File: src/rtl/core/hed_pkg.sv
// Shared types and character codes for the HTML entity decoder.
// Used by hed_front, hed_queue, hed_back and html_entity_decoder; no dependencies.
`timescale 1ns / 1ps
`default_nettype none

package hed_pkg;

  localparam int HOLD_DEPTH  = 6;
  localparam int JOB_BYTES   = HOLD_DEPTH + 1;
  localparam int QUEUE_DEPTH = 4;

  localparam logic [7:0] CH_AMP   = 8'h26;  // '&'
  localparam logic [7:0] CH_SEMI  = 8'h3B;  // ';'
  localparam logic [7:0] CH_QUOT  = 8'h22;  // '"'
  localparam logic [7:0] CH_APOS  = 8'h27;  // '\''
  localparam logic [7:0] CH_SLASH = 8'h2F;  // '/'
  localparam logic [7:0] CH_GT    = 8'h3E;  // '>'
  localparam logic [7:0] CH_LT    = 8'h3C;  // '<'

  // One job: the output bytes caused by one item, in order.
  typedef struct packed {
    logic [JOB_BYTES-1:0][7:0] bytes;
    logic [2:0]                count;
    logic                      eot;
  } hed_job_t;

endpackage

`default_nettype wire

File: src/rtl/core/hed_front.sv
// Front end: accepts text bytes, keeps the entity hold buffer and turns each
// item into one output job. Depends on hed_pkg.
`timescale 1ns / 1ps
`default_nettype none

module hed_front (
  input  wire logic             clk,
  input  wire logic             rst,
  input  wire logic             in_valid,
  output logic                  in_stall,
  input  wire logic [7:0]       text_byte,
  input  wire logic             end_of_text,
  input  wire logic             queue_full,
  output logic                  job_write,
  output hed_pkg::hed_job_t     job
);

  logic [hed_pkg::HOLD_DEPTH-1:0][7:0] hold;
  logic [hed_pkg::HOLD_DEPTH-1:0][7:0] hold_next;
  logic [2:0]                          cnt;
  logic [2:0]                          cnt_next;
  logic                                fire;
  logic                                is_amp;
  logic                                is_semi;
  logic                                hit;
  logic [7:0]                          rep;

  assign in_stall = queue_full;
  assign fire     = in_valid && !queue_full;
  assign is_amp   = (text_byte == hed_pkg::CH_AMP);
  assign is_semi  = (text_byte == hed_pkg::CH_SEMI);

  // Entity lookup on the held letters; entry 0 is always the ampersand.
  always_comb begin
    hit = 1'b1;
    rep = hed_pkg::CH_AMP;
    if (cnt == 3'd5 && hold[1] == "q" && hold[2] == "u" && hold[3] == "o" &&
        hold[4] == "t") begin
      rep = hed_pkg::CH_QUOT;
    end else if (cnt == 3'd5 && hold[1] == "a" && hold[2] == "p" && hold[3] == "o" &&
                 hold[4] == "s") begin
      rep = hed_pkg::CH_APOS;
    end else if (cnt == 3'd6 && hold[1] == "f" && hold[2] == "r" && hold[3] == "a" &&
                 hold[4] == "s" && hold[5] == "l") begin
      rep = hed_pkg::CH_SLASH;
    end else if (cnt == 3'd3 && hold[1] == "g" && hold[2] == "t") begin
      rep = hed_pkg::CH_GT;
    end else if (cnt == 3'd3 && hold[1] == "l" && hold[2] == "t") begin
      rep = hed_pkg::CH_LT;
    end else if (cnt == 3'd4 && hold[1] == "a" && hold[2] == "m" && hold[3] == "p") begin
      rep = hed_pkg::CH_AMP;
    end else begin
      hit = 1'b0;
    end
  end

  always_comb begin
    // The job bytes are the held bytes followed by the new byte; the count
    // decides how many of them go out.
    for (int i = 0; i < hed_pkg::HOLD_DEPTH; i++) begin
      job.bytes[i] = (3'(i) < cnt) ? hold[i] : text_byte;
    end
    job.bytes[hed_pkg::JOB_BYTES-1] = text_byte;
    job.eot   = end_of_text;
    job.count = 3'd0;
    hold_next = hold;
    cnt_next  = cnt;

    if (cnt == 3'd0) begin
      if (is_amp) begin
        hold_next[0] = text_byte;
        cnt_next     = 3'd1;
      end else begin
        job.count = 3'd1;
      end
    end else if (is_amp) begin
      job.count    = cnt;
      hold_next[0] = text_byte;
      cnt_next     = 3'd1;
    end else if (is_semi) begin
      cnt_next = 3'd0;
      if (hit) begin
        job.bytes[0] = rep;
        job.count    = 3'd1;
      end else begin
        job.count = cnt + 3'd1;
      end
    end else if (cnt >= 3'(hed_pkg::HOLD_DEPTH)) begin
      job.count = cnt + 3'd1;
      cnt_next  = 3'd0;
    end else begin
      hold_next[cnt] = text_byte;
      cnt_next       = cnt + 3'd1;
    end

    // At end of text everything goes out: the held bytes and the new byte,
    // unless the semicolon just completed an entity.
    if (end_of_text) begin
      cnt_next = 3'd0;
      if (!(cnt != 3'd0 && is_semi && hit)) begin
        job.count = cnt + 3'd1;
      end
    end
  end

  assign job_write = fire && (job.count != 3'd0);

  always_ff @(posedge clk) begin
    if (rst) begin
      cnt <= 3'd0;
    end else if (fire) begin
      cnt <= cnt_next;
    end
    if (fire) begin
      hold <= hold_next;
    end
  end

`ifndef SYNTH
  a_hold_bound: assert property (@(posedge clk) disable iff (rst)
    cnt <= 3'(hed_pkg::HOLD_DEPTH))
    else $error("hold count beyond buffer depth");
  a_eot_clears: assert property (@(posedge clk) disable iff (rst)
    fire && end_of_text |=> cnt == 3'd0)
    else $error("hold not empty after end of text");
`endif

endmodule

`default_nettype wire

File: src/rtl/core/hed_queue.sv
// Short job queue between the front end and the back end of the decoder.
// Register based, first in first out. Depends on hed_pkg.
`timescale 1ns / 1ps
`default_nettype none

module hed_queue #(
  parameter int QUEUE_DEPTH = hed_pkg::QUEUE_DEPTH
) (
  input  wire logic              clk,
  input  wire logic              rst,
  input  wire logic              wr,
  input  wire hed_pkg::hed_job_t wr_job,
  input  wire logic              rd,
  output hed_pkg::hed_job_t      head,
  output logic                   head_valid,
  output logic                   full
);

  localparam int AW = (QUEUE_DEPTH > 1) ? $clog2(QUEUE_DEPTH) : 1;
  localparam int CW = $clog2(QUEUE_DEPTH + 1);

  hed_pkg::hed_job_t entries [QUEUE_DEPTH];
  logic [AW-1:0]     wr_ptr;
  logic [AW-1:0]     rd_ptr;
  logic [CW-1:0]     fill;

  assign head       = entries[rd_ptr];
  assign head_valid = (fill != CW'(0));
  assign full       = (fill == CW'(QUEUE_DEPTH));

  always_ff @(posedge clk) begin
    if (rst) begin
      wr_ptr <= '0;
      rd_ptr <= '0;
      fill   <= '0;
    end else begin
      if (wr) begin
        wr_ptr <= (wr_ptr == AW'(QUEUE_DEPTH - 1)) ? '0 : wr_ptr + AW'(1);
      end
      if (rd) begin
        rd_ptr <= (rd_ptr == AW'(QUEUE_DEPTH - 1)) ? '0 : rd_ptr + AW'(1);
      end
      if (wr && !rd) begin
        fill <= fill + CW'(1);
      end else if (rd && !wr) begin
        fill <= fill - CW'(1);
      end
    end
    if (wr) begin
      entries[wr_ptr] <= wr_job;
    end
  end

`ifndef SYNTH
  a_no_overflow: assert property (@(posedge clk) disable iff (rst) wr |-> !full)
    else $error("job written into a full queue");
  a_no_underflow: assert property (@(posedge clk) disable iff (rst) rd |-> head_valid)
    else $error("job read from an empty queue");
`endif

endmodule

`default_nettype wire

File: src/rtl/core/hed_back.sv
// Back end: walks the job at the head of the queue and sends its bytes out
// one per cycle when not stalled, via an output register; uses hed_pkg.
`timescale 1ns / 1ps
`default_nettype none

module hed_back (
  input  wire logic              clk,
  input  wire logic              rst,
  input  wire hed_pkg::hed_job_t head,
  input  wire logic              head_valid,
  output logic                   pop,
  output logic                   out_valid,
  input  wire logic              out_stall,
  output logic [7:0]             out_byte,
  output logic                   end_of_run,
  output logic                   text_done
);

  logic [2:0] idx;
  logic       load;
  logic       last;

  assign load = !out_valid || !out_stall;
  assign last = (idx == head.count - 3'd1);
  assign pop  = load && head_valid && last;

  always_ff @(posedge clk) begin
    if (rst) begin
      out_valid <= 1'b0;
      idx       <= 3'd0;
    end else if (load) begin
      out_valid <= head_valid;
      if (head_valid) begin
        idx <= last ? 3'd0 : idx + 3'd1;
      end
    end
    if (load && head_valid) begin
      out_byte   <= head.bytes[idx];
      end_of_run <= last;
      text_done  <= last && head.eot;
    end
  end

`ifndef SYNTH
  a_idx_in_job: assert property (@(posedge clk) disable iff (rst)
    head_valid |-> idx < head.count)
    else $error("byte index beyond the current job");
  a_done_is_last: assert property (@(posedge clk) disable iff (rst)
    out_valid && text_done |-> end_of_run)
    else $error("end of text flagged on a byte that does not end its item");
`endif

endmodule

`default_nettype wire

File: src/rtl/core/html_entity_decoder.sv
// Streaming HTML entity decoder, top level.
// Instantiates hed_front, hed_queue and hed_back; uses hed_pkg.
//
// Input channel: in_valid, in_stall, text_byte, end_of_text. One text byte
// per item. Output channel: out_valid, out_stall, out_byte, end_of_run,
// text_done. An item gives zero to seven output bytes; end_of_run marks the
// last byte caused by an item and text_done the last byte of the text.
// The front end classifies each byte against the hold buffer in the cycle it
// is accepted and writes one job holding all of its output bytes into a
// queue of QUEUE_DEPTH jobs. The back end sends one byte per cycle while
// out_stall is low. The first byte of an item passes through the queue and
// then the output register. Throughput: one item per cycle while items give
// at most one byte each and the receiver does not stall; an item with several
// output bytes holds the output until all have gone, and the output port, one byte per cycle, sets the sustained rate.
// in_stall rises only when the queue is full. When the receiver stalls, the
// output register holds its byte and the queue absorbs further jobs.
// Reset (rst, synchronous) empties the hold buffer, the queue and the output
// register; no clearing pass is needed.
`timescale 1ns / 1ps
`default_nettype none

module html_entity_decoder #(
  parameter int QUEUE_DEPTH = hed_pkg::QUEUE_DEPTH
) (
  input  wire logic       clk,
  input  wire logic       rst,
  input  wire logic       in_valid,
  output logic            in_stall,
  input  wire logic [7:0] text_byte,
  input  wire logic       end_of_text,
  output logic            out_valid,
  input  wire logic       out_stall,
  output logic [7:0]      out_byte,
  output logic            end_of_run,
  output logic            text_done
);

  hed_pkg::hed_job_t job;
  hed_pkg::hed_job_t head;
  logic              job_write;
  logic              queue_full;
  logic              head_valid;
  logic              pop;

  hed_front u_front (
    .clk         (clk),
    .rst         (rst),
    .in_valid    (in_valid),
    .in_stall    (in_stall),
    .text_byte   (text_byte),
    .end_of_text (end_of_text),
    .queue_full  (queue_full),
    .job_write   (job_write),
    .job         (job)
  );

  hed_queue #(
    .QUEUE_DEPTH (QUEUE_DEPTH)
  ) u_queue (
    .clk        (clk),
    .rst        (rst),
    .wr         (job_write),
    .wr_job     (job),
    .rd         (pop),
    .head       (head),
    .head_valid (head_valid),
    .full       (queue_full)
  );

  hed_back u_back (
    .clk        (clk),
    .rst        (rst),
    .head       (head),
    .head_valid (head_valid),
    .pop        (pop),
    .out_valid  (out_valid),
    .out_stall  (out_stall),
    .out_byte   (out_byte),
    .end_of_run (end_of_run),
    .text_done  (text_done)
  );

endmodule

`default_nettype wire
File: config.mk
export PLATFORM = sky130hd
export DESIGN_NAME = html_entity_decoder
export DESIGN_NICKNAME = d
export VERILOG_FILES = /design/src/rtl/core/hed_pkg.sv /design/src/rtl/core/hed_front.sv /design/src/rtl/core/hed_queue.sv /design/src/rtl/core/hed_back.sv /design/src/rtl/core/html_entity_decoder.sv
export SDC_FILE = /design/constraint.sdc
export NUM_CORES = 1
export LEC_CHECK = 0
export BUFFER_PORTS_ARGS = -buffer_cell sky130_fd_sc_hd__buf_2
export CELL_PAD_IN_SITES_DETAIL_PLACEMENT = 1
export CELL_PAD_IN_SITES_GLOBAL_PLACEMENT = 2
export CORE_UTILIZATION = 44
export CTS_CLUSTER_DIAMETER = 120
export CTS_CLUSTER_SIZE = 20
export DETAILED_ROUTE_END_ITERATION = 10
export PLACE_DENSITY_LB_ADDON = 0.1
export SLEW_MARGIN = 20
export SYNTH_ARGS = -nofsm -noshare
export SYNTH_HDL_FRONTEND = slang
export SYNTH_SLANG_ARGS = --single-unit
File: constraint.sdc
create_clock -name clk -period 4.5 [get_ports clk]
set_clock_uncertainty 0.2 [all_clocks]
set_input_delay 0.45 -clock clk [delete_from_list [all_inputs] [get_ports clk]]
set_output_delay 0.45 -clock clk [all_outputs]
set_load 0.05 [all_outputs]
==> flow_summary_export.csv, run 1 <==
group,metric,value,unit
floorplan,num_rows,62,
worst_setup_path,arrival,4.52,ns
logic_synthesis,yosysTopAreaCell,"edfxtp_1",
worst_setup_path,worst-path-max-fanout,7,
clock_tree,cts_buffers,19,
clock_tree,cts.sinks,314,
global_routing,grt_antenna_before_repair,0,
route,drt_wl_total,30600,um
cells_and_area,n_antenna_cell,0,
cells_and_area,seqCellArea,0.00927,mm2
clock_tree,clock_tree.root_cell,"clkbuf_16",
worst_setup_path,path_cells,"nor3_1 -> or4b_1 -> o32ai_1 -> nand3_1 -> a31oi_1 -> o22ai_2 -> a41oi_4 -> ha_1 -> inv_1 -> fa_1 -> xor2_1 -> or3_1 -> a21oi_1",
logic_synthesis,async_flop_share,0,
clock_tree,clk_latency,0.52,ns
worst_setup_path,cp-end-kind,"flop",
cells_and_area,drive_gt1_frac,0.293,
placed_design,placed_cells,1105,
placed_design,port_buffers,24,
floorplan,dieHeight,175,um
sta,fmax,0.234,GHz
logic_synthesis,synth_seq_cells,314,
cells_and_area,syn2layout_area_growth,10.6,%
sta,slew_headroom,0.336,
route,wl_per_cell,27.0,um
logic_synthesis,syn_inst,696,
route,ant_nets,0,
clock_tree,clkTransAtPathRegs,0.09,ns
sta,rsz0062_at_grt,"no",
global_routing,grt_util_all_layers,0.206,
cells_and_area,finalCoreUtilization,0.500,
floorplan,ioPinCount,25,
outcome,status,"completed",
worst_setup_path,crit_required,4.75,ns
logic_synthesis,syn_area_per_cell,18.8,um2
sta,post-route-period-util,0.950,
min_path,hp-class,"primary input to flop",
placed_design,gp_congestion,0.934,
clock_tree,h-tree-depth,1,
cells_and_area,fin_nets,767,
floorplan,initial_core_util,0.452,
logic_synthesis,synthFlopType,"edfxtp_1",
sta,finalHoldViolations,0,
logic_synthesis,synth_seq_area_share,0.707,
sta,finalCriticalPeriod,4.28,ns
route,first_pass_iters,7,
logic_synthesis,synth_top_area_share,0.682,
sta,tightest_slew,0.986,ns
worst_setup_path,worst-path-buf-inv,1,
floorplan,die_area,0.0305,mm2
floorplan,die_w,175,um
cells_and_area,multi_input_area,0.00367,mm2
route,drt-initial-drc-count,589,
cells_and_area,nFillCells,2684,
logic_synthesis,netlist_area,0.0131,mm2
sta,final.setup.worst_slack,0.224,ns
worst_setup_path,cpLargestDelayFamily,"simple AND/OR/NAND/NOR gates",
cells_and_area,final_cells,1134,
logic_synthesis,syn-num-nets,720,
worst_setup_path,critPathSlowestCell,"or4b_1",
sta,maxSlewViolCount,0,
global_routing,grt_max_degree,47,
global_routing,grt_pass1_wl,46200,um
logic_synthesis,yosys_warnings,0,
global_routing,grt_pass1_vias,7032,
worst_setup_path,slowest_delay,0.51,ns
global_routing,grt_overflow,0,
floorplan,core-area,0.0290,mm2
placed_design,pre_cts_slack,0.125,ns
placed_design,hpwl,20900,um
worst_setup_path,cp-start-kind,"flop",
power_and_ir_drop,power_density,472,mW/mm2
sta,setup_viol,0,
logic_synthesis,ys_types,63,
route,vias,6671,
clock_tree,clock_path_buffers,3,
clock_tree,cts_tree,"done",
power_and_ir_drop,power,6.85,mW
logic_synthesis,synth_edf_count,298,
worst_setup_path,worstSetupPathType,"flop to flop",
route,route.detailed.drc,0,
power_and_ir_drop,vdd_ir_drop_max,276,uV
logic_synthesis,synthTopCellsByArea,"edfxtp_1 68%, mux4_2 12%, mux2_2 4.1%",
job,cap_violations,0,
power_and_ir_drop,leakage,4.60,nW
route,via_per_inst,5.88,
sta,fin_setup_tns,0,ns
-- layout by cell type (no fill, tap or decap), types with 5 or more instances in the layout --
master and count:
clkbuf_16 19, dfxtp_1 14, a21oi_1 12, mux4_2 68, clkbuf_1 7, o22ai_1 10
ha_1 10, inv_1 20, buf_2 24, and2_2 6, nor2_1 22, nand2_1 21
buf_4 22, mux2_2 48, and2_1 9, edfxtp_1 298, nand2b_1 8, nand3_1 5
xnor2_1 5, buf_12 10, mux2i_1 20, o21ai_0 7, nor3_1 11
-- metal layers --
metal | up-vias | GRT usage | wire [um] | part of all wire
li1 | 2900 | - | - | -
met1 | 3549 | 0.286 | 13400 | 0.44
met2 | 182 | 0.335 | 14800 | 0.48
met3 | 40 | 0.0346 | 1490 | 0.049
met4 | 0 | 0.0630 | 920 | 0.030
met5 | - | 0 | 0 | 0
-- synthesized netlist by cell type, drive strengths merged, types with 3 or more instances --
| master | instances |
|---|---|
| a21oi | 14 |
| a22oi | 3 |
| a31oi | 3 |
| and2 | 15 |
| buf | 12 |
| clkbuf | 19 |
| dfxtp | 16 |
| edfxtp | 298 |
| ha | 10 |
| inv | 20 |
| mux2 | 49 |
| mux2i | 20 |
| mux4 | 68 |
| nand2 | 21 |
| nand2b | 8 |
| nand3 | 5 |
| nand3b | 3 |
| nand4b | 3 |
| nor2 | 23 |
| nor2b | 3 |
| nor3 | 12 |
| nor4 | 6 |
| nor4bb | 3 |
| o21ai | 8 |
| o22ai | 11 |
| or3 | 3 |
| or4b | 3 |
| or4bb | 3 |
| xnor2 | 5 |
| xor2 | 3 |
-- where the power goes --
group | switching, mW | internal [mW] | leakage, nW
logic | 0.913 | 0.649 | 1.50
clock network | 0.908 | 0.786 | 0.251
registers | 0.105 | 3.49 | 2.85
total | 1.93 | 4.93 | 4.60
-- final timing paths --
path	from	endpoint	slack (ns)	depth (start not counted)
setup reg to reg	u_front.hold[25]$_DFFE_PP_	u_queue.fill[2]$_SDFFE_PP0P_	0.22	13
hold / removal	rst	u_front.cnt[1]$_SDFFE_PP0P_	0.06	2
hold reg to reg	u_back.out_valid$_SDFFE_PP0P_	u_back.out_valid$_SDFFE_PP0P_	0.30	2
setup / recovery	u_front.hold[25]$_DFFE_PP_	u_queue.fill[2]$_SDFFE_PP0P_	0.22	13
-- metrics by stage --
step	instance area [um2]	hold slack, ns
floorplan	13100	0.267
global placement	14000	0.266
detailed placement	14000	0.289
CTS	14500	0.0501
global route	14500	0.0769
finish	14500	0.0614
-- timing repair --
| action | 4_1_cts | 5_1_grt |
|---|---|---|
| buffers inserted | 0 | 0 |
| endpoints found under the setup margin | 0 | 1 |
| hold endpoints to repair | 1 | 0 |
| gates resized for setup | 0 | 1 |
| hold buffers | 1 | 0 |
-- state kept, by name (all words and copies together), names as in the netlist, named ones only --
signal,cells
u_back.out_byte,8
u_front.cnt,3
u_front.hold,48
u_back.end_of_run,1
u_back.idx,3
u_queue.entries,240
u_queue.rd_ptr,2
u_queue.fill,3
u_back.out_valid,1
u_queue.wr_ptr,2
u_back.text_done,1
-- cell type report --
type / instances / share of cell area
Clock inverter: 2 / 0.00121
Timing Repair Buffer: 57 / 0.0341
Clock buffer: 26 / 0.0346
Tap cell: 384 / 0.0331
Multi-Input combinational cell: 331 / 0.253
Sequential cell: 314 / 0.639
Inverter: 20 / 0.00517
-- worst register-to-register path, delay by kind of cell (launching register included) --
kind / cells / cell delay, ns
and+or+nand+nor: 4 / 1.48
AOI/OAI and AO/OA: 5 / 1.17
adders and majority gates: 2 / 0.70
DFF: 1 / 0.41
xor gates and xnor gates: 1 / 0.16
buffers and inverters: 1 / 0.08
-- cell families (layout without fill, tap and decap cells) --
family,after synthesis,count (layout),synth area share
flip-flops,314,314,0.707
multiplexers,137,137,0.174
AND/OR/NAND/NOR,125,125,0.0595
buffers and inverters,51,105,0.0152
AO/OA/AOI/OAI,50,50,0.0280
adder cells (fa/ha/maj),11,11,0.0111
XOR/XNOR,8,8,0.00534
Power figures use the tool's default switching activity.
==> run 2: changes to the inputs <==
--- a/config.mk
+++ b/config.mk
@@ -12,7 +12,8 @@
 export CTS_CLUSTER_DIAMETER = 120
 export CTS_CLUSTER_SIZE = 20
 export DETAILED_ROUTE_END_ITERATION = 10
-export PLACE_DENSITY_LB_ADDON = 0.1
+export PLACE_DENSITY_LB_ADDON = 0.2
+export SETUP_SLACK_MARGIN = 0.3
 export SLEW_MARGIN = 20
 export SYNTH_ARGS = -nofsm -noshare
 export SYNTH_HDL_FRONTEND = slang
==> run 2 against run 1 <==
Effect of this change: via count shrank 0.37%; flip-flop and latch count is the same; die area is the same; setup slack gained 0.30 ns; combinational power is essentially flat; critical path type unchanged; count of clock-buffer cells in the layout shrank 1; fmax grew 7.6%; non-clock buffer count shrank 4; register-to-register slack gained 0.30 ns.
==> flow_summary_export.csv, run 2 (same netlist as run 1, synthesis figures left out) <==
group,metric,value,unit
cells_and_area,nFillCells,2724,
job,cap_violations,0,
clock_tree,cts_tree,"done",
worst_setup_path,worst-r2r-setup-slack,0.52,ns
placed_design,hpwl,19400,um
route,route.detailed.drc,0,
worst_setup_path,crit_required,4.75,ns
worst_setup_path,rr_worst_depth,13,
clock_tree,cts_buffers,19,
route,drt_wl_total,30300,um
outcome,status,"completed",
global_routing,grt_max_degree,61,
global_routing,grt_overflow,0,
worst_setup_path,arrival,4.22,ns
clock_tree,h-tree-depth,1,
power_and_ir_drop,leakage,4.56,nW
global_routing,grt_pass1_vias,7289,
cells_and_area,mostFrequentLayoutCells,"298 x edfxtp_1, 68 x mux4_2, 48 x mux2_2",
route,vias,6646,
worst_setup_path,worst-path-max-fanout,4,
cells_and_area,syn2layout_area_growth,9.79,%
floorplan,die_area,0.0305,mm2
worst_setup_path,rr_startpoint,"u_front.hold[31]$_DFFE_PP_",
cells_and_area,top_register,"u_queue.entries",
sta,worst_hold_slack,0.105,ns
worst_setup_path,cpLargestDelayFamily,"simple AND/OR/NAND/NOR gates",
cells_and_area,largest_reg_flops,240,
floorplan,dieHeight,175,um
power_and_ir_drop,power,6.82,mW
sta,post-route-period-util,0.883,
worst_setup_path,slowest_delay,0.62,ns
sta,setup_viol,0,
floorplan,ioPinCount,25,
worst_setup_path,worst-path-buf-inv,1,
route,drt-initial-drc-count,584,
sta,finalHoldViolations,0,
worst_setup_path,worstSetupPathType,"flop to flop",
cells_and_area,postLayoutCellArea,0.0144,mm2
power_and_ir_drop,power_density,473,mW/mm2
cells_and_area,seqCellArea,0.00928,mm2
route,via_per_inst,5.89,
sta,maxSlewViolCount,0,
cells_and_area,multi_input_area,0.00367,mm2
floorplan,num_rows,62,
route,first_pass_iters,5,
min_path,hold_depth,2,
worst_setup_path,path_cells,"nand3b_1 -> or4_1 -> o32ai_2 -> nand3_1 -> a31oi_1 -> a31oi_4 -> a41oi_4 -> ha_1 -> inv_1 -> fa_1 -> xor2_1 -> or3_1 -> a21oi_1",
placed_design,placed_cells,1100,
sta,slew_headroom,0.317,
min_path,hp-start,"rst",
clock_tree,clkTransAtPathRegs,0.08,ns
global_routing,grt_pass1_wl,45900,um
sta,fin_setup_tns,0,ns
clock_tree,clk_latency,0.51,ns
sta,fmax,0.252,GHz
sta,rsz0062_at_grt,"no",
sta,finalCriticalPeriod,3.98,ns
min_path,hp-class,"primary input to flop",
cells_and_area,drive_gt1_frac,0.290,
floorplan,die_w,175,um
route,ant_nets,0,
clock_tree,clock_tree.root_cell,"clkbuf_16",
cells_and_area,reg_top3,"u_queue.entries: 240 flops, u_front.hold: 48 flops, u_back.out_byte: 8 flops",
placed_design,dpl-instance-area,0.0139,mm2
cells_and_area,final_common_cell,"edfxtp_1",
power_and_ir_drop,vdd_ir_drop_max,501,uV
route,wl_per_cell,26.9,um
cells_and_area,final_cells,1128,
worst_setup_path,cp-end-kind,"flop",
clock_tree,cts.sinks,314,
global_routing,grt_antenna_before_repair,3,
sta,final.setup.worst_slack,0.525,ns
floorplan,initial_core_util,0.452,
min_path,holdPathEnd,"u_queue.fill[1]$_SDFFE_PP0P_",
placed_design,pre_cts_slack,0.170,ns
placed_design,gp_congestion,0.894,
global_routing,grt_util_all_layers,0.203,
worst_setup_path,cp-start-kind,"flop",
cells_and_area,n_antenna_cell,0,
placed_design,port_buffers,24,
cells_and_area,fin_nets,763,
floorplan,core-area,0.0290,mm2
sta,tightest_slew,1.02,ns
worst_setup_path,r2r_end,"u_queue.fill[2]$_SDFFE_PP0P_",
worst_setup_path,critPathSlowestCell,"or4_1",
clock_tree,clock_path_buffers,3,
cells_and_area,finalCoreUtilization,0.496,
==> run 2: cell types whose count changed in the layout (fill, tap and decap cells not counted) <==
cell | before | now
buf_12 | 10 | 4
buf_4 | 22 | 24
a21oi_1 | 12 | 13
a21oi_2 | 2 | 1
clkbuf_1 | 7 | 6
dfxtp_1 | 14 | 13
dfxtp_2 | 1 | 2
inv_6 | 1 | 0
nor3_1 | 11 | 12
nor3_2 | 1 | 0
nor4_1 | 3 | 2
nor4_2 | 1 | 2
o32ai_1 | 1 | 0
o32ai_2 | 0 | 1
==> run 2: how the worst max path moves through the flow <==
stage,start,end,cells after the start
final,u_front.hold[31]$_DFFE_PP_,u_queue.fill[2]$_SDFFE_PP0P_,13
after floorplan,flop,u_queue.fill[2]$_SDFFE_PP0P_,17
after global routing,u_front.hold[31]$_DFFE_PP_,u_queue.fill[2]$_SDFFE_PP0P_,13
after detailed placement,text_byte[1],u_queue.fill[2]$_SDFFE_PP0P_,14
after global placement,text_byte[1],u_queue.fill[2]$_SDFFE_PP0P_,14
after CTS,u_front.hold[31]$_DFFE_PP_,u_queue.fill[2]$_SDFFE_PP0P_,13
==> run 2: final cells by class <==
type | instances | area share
clock inverter | 1 | 0.000608
sequential | 314 | 0.644
inverter | 20 | 0.00521
tap | 384 | 0.0334
clock buffer | 25 | 0.0346
timing repair buffer | 53 | 0.0271
multi-input combinational | 331 | 0.255
==> run 2: power breakdown <==
group	switching (mW)	total [mW]	internal (mW)
Clock	0.894	1.67	0.778
Combinational	0.943	1.57	0.631
Sequential	0.0795	3.57	3.49
==> run 2: repair_timing <==
| action | 4_1_cts | 5_1_grt |
|---|---|---|
| pin swaps | 0 | 2 |
| gates resized for setup | 2 | 2 |
| endpoints found under the setup margin | 1 | 1 |
| hold endpoints to repair | 1 | 0 |
| hold buffers | 1 | 0 |
| buffers inserted | 0 | 1 |
==> run 2: layer usage <==
metal	vias up	GRT usage	wire, um
met5	-	0	13
met4	2	0.0514	602
met3	28	0.0296	1290
met2	143	0.339	15000
met1	3583	0.282	13400
li1	2890	-	-
==> run 2: worst register-to-register path, cell delays in order (launching register included) <==
cell	delay [ns]
edfxtp_1	0.39
nand3b_1	0.26
or4_1	0.62
o32ai_2	0.29
nand3_1	0.17
a31oi_1	0.32
a31oi_4	0.08
a41oi_4	0.25
ha_1	0.21
inv_1	0.07
fa_1	0.44
xor2_1	0.16
or3_1	0.31
a21oi_1	0.14
